==> config.mk <==
export PLATFORM = sky130hd
export DESIGN_NAME = touch_mode_pulse_controller
export DESIGN_NICKNAME = d
export VERILOG_FILES = /design/src/design/tmpc_pkg.sv /design/src/design/touch_mode_pulse_controller.sv
export VERILOG_INCLUDE_DIRS = /design/src /design/src/design
export SDC_FILE = /design/constraint.sdc
export NUM_CORES = 1
export LEC_CHECK = 0
export CAP_MARGIN = 15
export CORE_MARGIN = 3
export CORE_UTILIZATION = 44
export DETAILED_ROUTE_END_ITERATION = 10
export DONT_BUFFER_PORTS = 1
export SETUP_SLACK_MARGIN = 0.2
export SKIP_CTS_REPAIR_TIMING = 1
export SYNTH_ARGS = -nofsm -noshare
export SYNTH_HDL_FRONTEND = slang
export SYNTH_SLANG_ARGS = --single-unit
==> constraint.sdc <==
create_clock -name clk -period 3.08 [get_ports clk]
set_input_delay 0.616 -clock clk [delete_from_list [all_inputs] [get_ports clk]]
set_output_delay 0.616 -clock clk [all_outputs]
set_load 0.005 [all_outputs]
==> src/design/assert_macros.svh <==
`ifndef ASSERT_MACROS_SVH
`define ASSERT_MACROS_SVH

// implication checked on every rising clk edge, masked while rst is high
`define CHECK_ALWAYS(label, prop, msg) \
  label: assert property (@(posedge clk) disable iff (rst) (prop)) else $error(msg);

// antecedent in one cycle, consequent in the next
`define CHECK_NEXT(label, ante, cons, msg) \
  label: assert property (@(posedge clk) disable iff (rst) (ante) |=> (cons)) else $error(msg);

`endif

==> src/design/tmpc_pkg.sv <==
`timescale 1ns / 1ps

package tmpc_pkg;

  localparam int TimerWidthDefault = 16;
  localparam int CfgTimerWidth     = 16;
  localparam int BatteryWidth      = 10;
  localparam int PaddrWidth        = 5;
  localparam int ApbDataWidth      = 32;

  // register reset values
  localparam logic [7:0]               DebounceReset     = 8'd32;
  localparam logic [7:0]               HoldReset         = 8'd100;
  localparam logic [BatteryWidth-1:0]  BatteryLowReset   = 10'd675;
  localparam logic [CfgTimerWidth-1:0] PlasmaOnReset     = 16'd40;
  localparam logic [CfgTimerWidth-1:0] PlasmaCycleReset  = 16'd8000;
  localparam logic [CfgTimerWidth-1:0] BlinkOnReset      = 16'd4000;
  localparam logic [CfgTimerWidth-1:0] BlinkCycleReset   = 16'd8000;

  // register index (word address)
  localparam logic [2:0] REG_DEBOUNCE     = 3'd0;
  localparam logic [2:0] REG_HOLD         = 3'd1;
  localparam logic [2:0] REG_BATTERY_LOW  = 3'd2;
  localparam logic [2:0] REG_PLASMA_ON    = 3'd3;
  localparam logic [2:0] REG_PLASMA_CYCLE = 3'd4;
  localparam logic [2:0] REG_BLINK_ON     = 3'd5;
  localparam logic [2:0] REG_BLINK_CYCLE  = 3'd6;

  // bit positions in the drive vector
  localparam int DrvPlasma = 0;
  localparam int DrvSupply = 1;
  localparam int DrvFan    = 2;
  localparam int DrvBlue   = 3;
  localparam int DrvUv     = 4;
  localparam int DrvRed    = 5;

  typedef enum logic [1:0] {
    MODE_NORMAL = 2'd0,
    MODE_PLASMA = 2'd1,
    MODE_SLEEP  = 2'd2
  } mode_t;

  typedef enum logic [1:0] {
    CHG_NONE = 2'd0,
    CHG_NEED = 2'd1,
    CHG_DO   = 2'd2
  } charge_t;

  typedef struct packed {
    logic                    touch_level;
    logic                    charger_level;
    logic [BatteryWidth-1:0] battery_level;
  } tick_t;

  typedef struct packed {
    logic       plasma_on;
    logic       supply_on;
    logic       fan_on;
    logic       blue_on;
    logic       uv_on;
    logic       red_on;
    logic [1:0] mode_now;
    logic [1:0] charge_state;
  } result_t;

endpackage

==> src/design/touch_mode_pulse_controller.sv <==
`timescale 1ns / 1ps

// Touch-key mode controller with plasma burst and red-LED blink timing. Every
// accepted tick beat advances the burst and blink timers, debounces the touch
// pin (a settled long press steps normal -> plasma -> sleep -> plasma, locked
// until a settled release), classifies the charge state from the charger pin
// and battery sample, and applies a plasma entry, all in one combinational pass
// from the state registers to the result register. One tick is taken per clock
// while tick_stall is low, and its result beat is registered. A two-entry output
// stage (result register plus skid register) lets a tick be accepted while a
// finished result is still stalled; tick_stall rises only when both entries are
// full. Configuration is written through an APB-style port (registers at byte
// address 4*index); the user must write it only while idle, which the block
// does not enforce. The burst and blink counters are TIMER_WIDTH bits and wrap.

`include "assert_macros.svh"

module touch_mode_pulse_controller #(
  parameter int TIMER_WIDTH = tmpc_pkg::TimerWidthDefault
) (
  input  logic                                clk,
  input  logic                                rst,
  // tick channel
  input  logic                                tick_valid,
  output logic                                tick_stall,
  input  tmpc_pkg::tick_t                     tick,
  // result channel
  output logic                                result_valid,
  input  logic                                result_stall,
  output tmpc_pkg::result_t                   result,
  // configuration
  input  logic                                psel,
  input  logic                                penable,
  input  logic                                pwrite,
  input  logic [tmpc_pkg::PaddrWidth-1:0]     paddr,
  input  logic [tmpc_pkg::ApbDataWidth-1:0]   pwdata,
  output logic [tmpc_pkg::ApbDataWidth-1:0]   prdata,
  output logic                                pready
);

  import tmpc_pkg::*;

  // compare width covers both the counter and the 16-bit register
  localparam int CmpW = (TIMER_WIDTH > CfgTimerWidth) ? TIMER_WIDTH : CfgTimerWidth;

  // configuration registers
  logic [7:0]               debounce_ticks;
  logic [7:0]               hold_steps;
  logic [BatteryWidth-1:0]  battery_low_level;
  logic [CfgTimerWidth-1:0] plasma_on_ticks;
  logic [CfgTimerWidth-1:0] plasma_cycle_ticks;
  logic [CfgTimerWidth-1:0] blink_on_ticks;
  logic [CfgTimerWidth-1:0] blink_cycle_ticks;

  // controller state
  logic                   last_touch, last_touch_next;
  logic [7:0]             settle_count, settle_count_next;
  logic [7:0]             hold_count, hold_count_next;
  logic                   key_locked, key_locked_next;
  mode_t                  mode_reg, mode_reg_next;
  logic                   blink_enable, blink_enable_next;
  logic                   plasma_enable, plasma_enable_next;
  charge_t                charge_reg, charge_reg_next;
  logic [TIMER_WIDTH-1:0] plasma_count, plasma_count_next;
  logic [TIMER_WIDTH-1:0] blink_count, blink_count_next;
  logic [5:0]             drive_outputs, drive_outputs_next;

  // output stage
  logic    skid_valid;
  result_t skid;
  result_t result_next;
  logic    tick_take;
  logic    write_en;
  logic [2:0] reg_index;

  // ---------------------------------------------------------------------------
  // configuration port
  // ---------------------------------------------------------------------------
  assign pready    = 1'b1;
  assign write_en  = psel && penable && pwrite && pready;
  assign reg_index = paddr[PaddrWidth-1:2];

  always_ff @(posedge clk) begin
    if (rst) begin
      debounce_ticks     <= DebounceReset;
      hold_steps         <= HoldReset;
      battery_low_level  <= BatteryLowReset;
      plasma_on_ticks    <= PlasmaOnReset;
      plasma_cycle_ticks <= PlasmaCycleReset;
      blink_on_ticks     <= BlinkOnReset;
      blink_cycle_ticks  <= BlinkCycleReset;
    end else if (write_en) begin
      case (reg_index)
        REG_DEBOUNCE:     debounce_ticks     <= pwdata[7:0];
        REG_HOLD:         hold_steps         <= pwdata[7:0];
        REG_BATTERY_LOW:  battery_low_level  <= pwdata[BatteryWidth-1:0];
        REG_PLASMA_ON:    plasma_on_ticks    <= pwdata[CfgTimerWidth-1:0];
        REG_PLASMA_CYCLE: plasma_cycle_ticks <= pwdata[CfgTimerWidth-1:0];
        REG_BLINK_ON:     blink_on_ticks     <= pwdata[CfgTimerWidth-1:0];
        REG_BLINK_CYCLE:  blink_cycle_ticks  <= pwdata[CfgTimerWidth-1:0];
        default: ;  // unused index, write dropped
      endcase
    end
  end

  always_comb begin
    prdata = '0;
    case (reg_index)
      REG_DEBOUNCE:     prdata = ApbDataWidth'(debounce_ticks);
      REG_HOLD:         prdata = ApbDataWidth'(hold_steps);
      REG_BATTERY_LOW:  prdata = ApbDataWidth'(battery_low_level);
      REG_PLASMA_ON:    prdata = ApbDataWidth'(plasma_on_ticks);
      REG_PLASMA_CYCLE: prdata = ApbDataWidth'(plasma_cycle_ticks);
      REG_BLINK_ON:     prdata = ApbDataWidth'(blink_on_ticks);
      REG_BLINK_CYCLE:  prdata = ApbDataWidth'(blink_cycle_ticks);
      default:          prdata = '0;
    endcase
  end

  // ---------------------------------------------------------------------------
  // handshake: stall only when both output entries hold results
  // ---------------------------------------------------------------------------
  assign tick_stall = skid_valid;
  assign tick_take  = tick_valid && !tick_stall;

  // ---------------------------------------------------------------------------
  // tick update, the five steps in order on blocking variables
  // ---------------------------------------------------------------------------
  always_comb begin
    logic [8:0] hold_inc;
    logic       plasma_entry;

    last_touch_next    = last_touch;
    settle_count_next  = settle_count;
    hold_count_next    = hold_count;
    key_locked_next    = key_locked;
    mode_reg_next      = mode_reg;
    blink_enable_next  = blink_enable;
    plasma_enable_next = plasma_enable;
    charge_reg_next    = charge_reg;
    plasma_count_next  = plasma_count;
    blink_count_next   = blink_count;
    drive_outputs_next = drive_outputs;
    plasma_entry       = 1'b0;
    hold_inc           = {1'b0, hold_count} + 9'd1;

    // burst timer
    if (plasma_enable && (mode_reg == MODE_PLASMA)) begin
      plasma_count_next = plasma_count + TIMER_WIDTH'(1);
      if (CmpW'(plasma_count_next) == CmpW'(plasma_on_ticks)) begin
        drive_outputs_next[DrvPlasma] = 1'b0;
      end
      if (CmpW'(plasma_count_next) == CmpW'(plasma_cycle_ticks)) begin
        drive_outputs_next[DrvPlasma] = 1'b1;
        plasma_count_next             = '0;
      end
    end

    // red blink timer
    if (blink_enable) begin
      case (charge_reg)
        CHG_NONE: drive_outputs_next[DrvRed] = 1'b0;
        CHG_NEED: begin
          blink_count_next = blink_count + TIMER_WIDTH'(1);
          if (CmpW'(blink_count_next) == CmpW'(blink_on_ticks)) begin
            drive_outputs_next[DrvRed] = 1'b0;
          end
          if (CmpW'(blink_count_next) == CmpW'(blink_cycle_ticks)) begin
            drive_outputs_next[DrvRed] = 1'b1;
            blink_count_next           = '0;
          end
        end
        CHG_DO:   drive_outputs_next[DrvRed] = 1'b1;
        default: ;
      endcase
    end

    // touch key debounce and long press
    if (tick.touch_level == last_touch) begin
      settle_count_next = settle_count + 8'd1;
      if (settle_count_next > debounce_ticks) begin
        settle_count_next = '0;
        if (!last_touch) begin
          if (!key_locked) begin
            hold_count_next = hold_inc[8] ? 8'hff : hold_inc[7:0];
            if (hold_inc > {1'b0, hold_steps}) begin
              key_locked_next = 1'b1;
              case (mode_reg)
                MODE_NORMAL: mode_reg_next = MODE_PLASMA;
                MODE_PLASMA: mode_reg_next = MODE_SLEEP;
                default:     mode_reg_next = MODE_PLASMA;
              endcase
              if (mode_reg_next == MODE_PLASMA) begin
                blink_enable_next  = 1'b1;
                plasma_enable_next = 1'b1;
                plasma_entry       = 1'b1;
              end else begin
                drive_outputs_next = '0;
                blink_enable_next  = 1'b0;
                plasma_enable_next = 1'b0;
                plasma_count_next  = '0;
              end
            end
          end
        end else begin
          key_locked_next = 1'b0;
          hold_count_next = '0;
        end
      end
    end else begin
      last_touch_next   = tick.touch_level;
      settle_count_next = '0;
      hold_count_next   = '0;
    end

    // charge classification
    if (tick.charger_level) begin
      charge_reg_next              = CHG_DO;
      drive_outputs_next[DrvRed]   = 1'b1;
    end else if (tick.battery_level < battery_low_level) begin
      if (!blink_enable_next) begin
        drive_outputs_next[DrvRed] = 1'b0;
      end
      charge_reg_next = CHG_NEED;
    end else begin
      charge_reg_next            = CHG_NONE;
      drive_outputs_next[DrvRed] = 1'b0;
      blink_count_next           = '0;
    end

    // plasma entry switches on everything but red
    if (plasma_entry) begin
      drive_outputs_next[DrvSupply] = 1'b1;
      drive_outputs_next[DrvPlasma] = 1'b1;
      drive_outputs_next[DrvBlue]   = 1'b1;
      drive_outputs_next[DrvFan]    = 1'b1;
      drive_outputs_next[DrvUv]     = 1'b1;
      plasma_enable_next            = 1'b1;
      plasma_count_next             = '0;
    end
  end

  always_comb begin
    result_next.plasma_on    = drive_outputs_next[DrvPlasma];
    result_next.supply_on    = drive_outputs_next[DrvSupply];
    result_next.fan_on       = drive_outputs_next[DrvFan];
    result_next.blue_on      = drive_outputs_next[DrvBlue];
    result_next.uv_on        = drive_outputs_next[DrvUv];
    result_next.red_on       = drive_outputs_next[DrvRed];
    result_next.mode_now     = mode_reg_next;
    result_next.charge_state = charge_reg_next;
  end

  always_ff @(posedge clk) begin
    if (rst) begin
      last_touch    <= 1'b0;
      settle_count  <= '0;
      hold_count    <= '0;
      key_locked    <= 1'b0;
      mode_reg      <= MODE_NORMAL;
      blink_enable  <= 1'b0;
      plasma_enable <= 1'b0;
      charge_reg    <= CHG_NONE;
      plasma_count  <= '0;
      blink_count   <= '0;
      drive_outputs <= '0;
    end else if (tick_take) begin
      last_touch    <= last_touch_next;
      settle_count  <= settle_count_next;
      hold_count    <= hold_count_next;
      key_locked    <= key_locked_next;
      mode_reg      <= mode_reg_next;
      blink_enable  <= blink_enable_next;
      plasma_enable <= plasma_enable_next;
      charge_reg    <= charge_reg_next;
      plasma_count  <= plasma_count_next;
      blink_count   <= blink_count_next;
      drive_outputs <= drive_outputs_next;
    end
  end

  // ---------------------------------------------------------------------------
  // output stage: result register with a skid entry behind it
  // ---------------------------------------------------------------------------
  always_ff @(posedge clk) begin
    if (rst) begin
      result_valid <= 1'b0;
      skid_valid   <= 1'b0;
    end else begin
      if (result_valid && result_stall) begin
        // result held; a new beat parks in the skid entry
        if (tick_take) begin
          skid_valid <= 1'b1;
        end
      end else if (skid_valid) begin
        // result taken or empty, skid moves up (tick_stall keeps new beats out)
        result_valid <= 1'b1;
        skid_valid   <= 1'b0;
      end else begin
        result_valid <= tick_take;
      end
    end
  end

  always_ff @(posedge clk) begin
    if (result_valid && result_stall) begin
      if (tick_take) begin
        skid <= result_next;
      end
    end else if (skid_valid) begin
      result <= skid;
    end else if (tick_take) begin
      result <= result_next;
    end
  end

  // ---------------------------------------------------------------------------
  // checks
  // ---------------------------------------------------------------------------
  `CHECK_ALWAYS(a_skid_behind_result, !skid_valid || result_valid,
                "skid entry full while result register empty")
  `CHECK_NEXT(a_stalled_beat_parks, tick_take && result_valid && result_stall,
              skid_valid, "beat accepted under a stalled result was not parked")
  `CHECK_ALWAYS(a_lock_only_after_normal, !key_locked || (mode_reg != MODE_NORMAL),
                "key lock set while still in normal mode")
  `CHECK_ALWAYS(a_sleep_timers_off,
                (mode_reg != MODE_SLEEP) || (!plasma_enable && !blink_enable),
                "timer enabled in sleep mode")
  `CHECK_ALWAYS(a_plasma_timers_on,
                (mode_reg != MODE_PLASMA) || (plasma_enable && blink_enable),
                "timer disabled in plasma mode")

endmodule

==> impl_metrics.toml <==
[cts]
cts.sinks = 174
cts-root-buf = "clkbuf_16"
clk_pin_slew_ns = 0.08
cts_tree = "built"
htreeDepth = 4
worstSkewPairLatency_ns = 0.44
cts-buffers-inserted = 17
clockBufferDepth = 2

[finish]
final_nets = 1476
area_growth_pct = 21.7
drive_above_1_share = 0.211
post-route-util = 0.550
nFillCells = 2233
n_antenna_cell = 0

[timing]
worst_slack_ns = -0.0766
fin_skew_ns = 0.0142
fmax_mhz = 317
post-route-period-util = 1.02
slew_viol_final = 0
worstMarginPinSlew_ns = 0.926
setup_viol = 8
slew_headroom = 0.381
period_needed_ns = 3.16
fin_hold_ws_ns = 0.263
rsz0062_at_grt = "true"
hold_viol = 0

[detailed_routing]
firstDrtPassIters = 6
avgRoutedWirePerCell_um = 18.9
wirelength_um = 32600
ant_nets = 0
vias_per_cell = 5.73
dr.first_iter.drc_count = 889
route.detailed.drc = 0
vias = 9869

[hold_path]
holdPathEnd = "mode_reg[1]"
min_path_cells = 1
hold_path_class = "input port to register"
min_from = "rst"

[critical_path]
worstPathRequired_ns = 3.44
rr_worst_depth = 16
r2r-start = "settle_count[0]"
max_stage_delay_ns = 0.38
worst_setup_path_end_kind = "register"
arrival_ns = 3.52
cpMaxStageDelayCell = "dfxtp_4"
critPathMaxFanout = 8
r2r-end = "plasma_count[9]"
path_cells = "ha_4 > and3_4 > nand3_4 > xnor2_2 > ha_1 > nand4_1 > or3_1 > o211a_1 > nand3b_1 > o21ba_4 > nor4b_4 > buf_4 > buf_12 > buf_4 > a21oi_2 > a31oi_1"
r2r_slack_ns = -0.08
crit_top_cell = "buf_4"
startpoint_type = "register"
critPathKind = "register to register"

[synthesis]
synthFlopType = "dfxtp_1"
synth_cell_types = 81
synth_largest_area_cell = "dfxtp_1"
synth-seq-cells = 174
synth_area_mm2 = 0.0107
synthArstFlopShare = 0
synth_area_leaders = "dfxtp_1 (29%), nand2_1 (7.7%), edfxtp_1 (5.6%)"
synth_edf_count = 20
ys_top_cells_by_count = "nand2_1 (220), dfxtp_1 (154), a21oi_1 (103)"
avgSynthCellArea_um2 = 8.08
syn_inst = 1326
yosysSeqAreaShare = 0.344
yosysMostFrequentCell = "nand2_1"
synth_top_area_share = 0.288
yosysWarnings = 0

[floorplan]
die_h_um = 162
dieWidth_um = 162
io_pins = 101
core_mm2 = 0.0237
core.rowCount = 56
start_util = 0.452
die_area_mm2 = 0.0262

[power_and_ir_drop]
switchingPower_mw = 1.26
p_int_mw = 3.53
p_leak_nw = 4.97
p_comb_frac = 0.054
power_density_mw_per_mm2 = 367
clkPwrFrac = 0.457
p_seq_frac = 0.489
swShare = 0.264
total_power_mw = 4.79
irDropWorstVdd_v = 0.000365

[placement]
place_congestion = 0.871
hpwl_um = 23000
io_buffers = 0
preCtsSetupSlack_ns = -0.190

[global_route]
antenna_found_initial = 0
grt-ovfl-total = 0
grt_pass1_wl_um = 49400
grt_max_degree = 136
first_global_vias = 8969
grt_usage = 0.235

[run]
cap_viol_max_count = 0

[status]
status = "finished with violations"
violations = "setup timing"
[final cells by class]
class	instances	area, um^2	area share
timing repair buffer	140	1220	0.0933
sequential	174	3720	0.285
tap	319	399	0.0306
clock inverter	15	170	0.0131
multi-input combinational	1010	6930	0.531
clock buffer	17	425	0.0326
inverter	48	180	0.0138
[logic make-up (layout without fill, tap and decap cells)]
kind of cell	after synthesis	in the layout	share of synthesized area
compound gates	315	315	0.195
mux	45	45	0.0474
buf+inv	157	220	0.0647
xor+xnor	84	84	0.0738
other cells	2	17	0.000701
flops	174	174	0.344
simple gates	520	520	0.241
fa+ha+maj	29	29	0.0339
[worst max path at each step]
stage / endpoint / cells past startpoint / slack, ns / startpoint
6_report: plasma_count[9] / 16 / -0.08 / settle_count[0]
3_3_place_gp: result[4] / 14 / -0.09 / hold_count[1]
4_1_cts: result[4] / 14 / -0.21 / hold_count[1]
5_1_grt: plasma_count[13] / 15 / -0.25 / settle_count[0]
3_5_place_dp: result[4] / 14 / -0.19 / hold_count[1]
2_1_floorplan: plasma_count[9] / 16 / 0.06 / hold_count[0]
[stage by stage]
stage / area [um^2] / setup TNS (ns) / cells
2_1_floorplan: 10900 / 0 / 1341
3_3_place_gp: 11600 / -0.622 / 1660
3_5_place_dp: 11600 / -3.08 / 1660
4_1_cts: 12200 / -3.90 / 1692
5_1_grt: 13000 / -3.65 / 1723
6_report: 13000 / -0.251 / 1723
[placed cells by master (no fill, tap or decap), types with 9 or more instances in the layout]
cell type  netlist  final
buf_6            1     16
nor2b_1         23     23
a22oi_1         12     12
a22o_1          11     11
clkbuf_16        0     20
dfxtp_1        154    139
ha_1            29     24
nor2_1          92     81
nand2_1        220    214
mux2i_1         35     35
o21ai_0         43     36
o21a_1          10     10
a21oi_1        103     90
nand2b_1        12     11
a211oi_1        11     10
nand3_1         34     28
conb_1           2     17
xor2_1          23     22
dfxtp_2          0      9
inv_1           48     48
a31oi_1         24     24
nor4_1          13      9
edfxtp_1        20     20
xnor2_1         57     53
buf_4           19    116
o21ai_1         12     15
nand4_1         22     22
a211o_1         14     14
nor3_1          23     20
nand3b_1        21     21
and3_1          13     10
a21oi_2          2     13
[power by group through the flow]
stage | registers [mW] | clock network, mW | logic [mW]
4_1_cts | 2.35 | 2.21 | 0.248
6_report | 2.34 | 2.19 | 0.257
2_1_floorplan | 2.39 | 0 | 0.230
3_3_place_gp | 2.40 | 0 | 0.243
5_1_grt | 2.35 | 2.32 | 0.285
3_5_place_dp | 2.40 | 0 | 0.247
[critical path, delay by kind of cell (launching register included)]
family | cells | cell delay (ns)
DFF | 1 | 0.38
AOI/OAI and AO/OA | 4 | 0.54
buffers and inverters | 3 | 0.42
xor gates and xnor gates | 1 | 0.16
adders and majority gates | 2 | 0.42
and+or+nand+nor | 6 | 1.16
[per-layer routing]
| layer | GRT usage | wire length [um] | share of wire | up-vias |
|---|---|---|---|---|
| met5 | 0 | 0 | 0 | - |
| met4 | 0.0609 | 607 | 0.019 | 0 |
| met3 | 0.0462 | 1900 | 0.058 | 44 |
| met2 | 0.377 | 15300 | 0.47 | 257 |
| met1 | 0.326 | 14800 | 0.45 | 4746 |
| li1 | - | - | - | 4822 |
(Power assumes the default switching activity.)
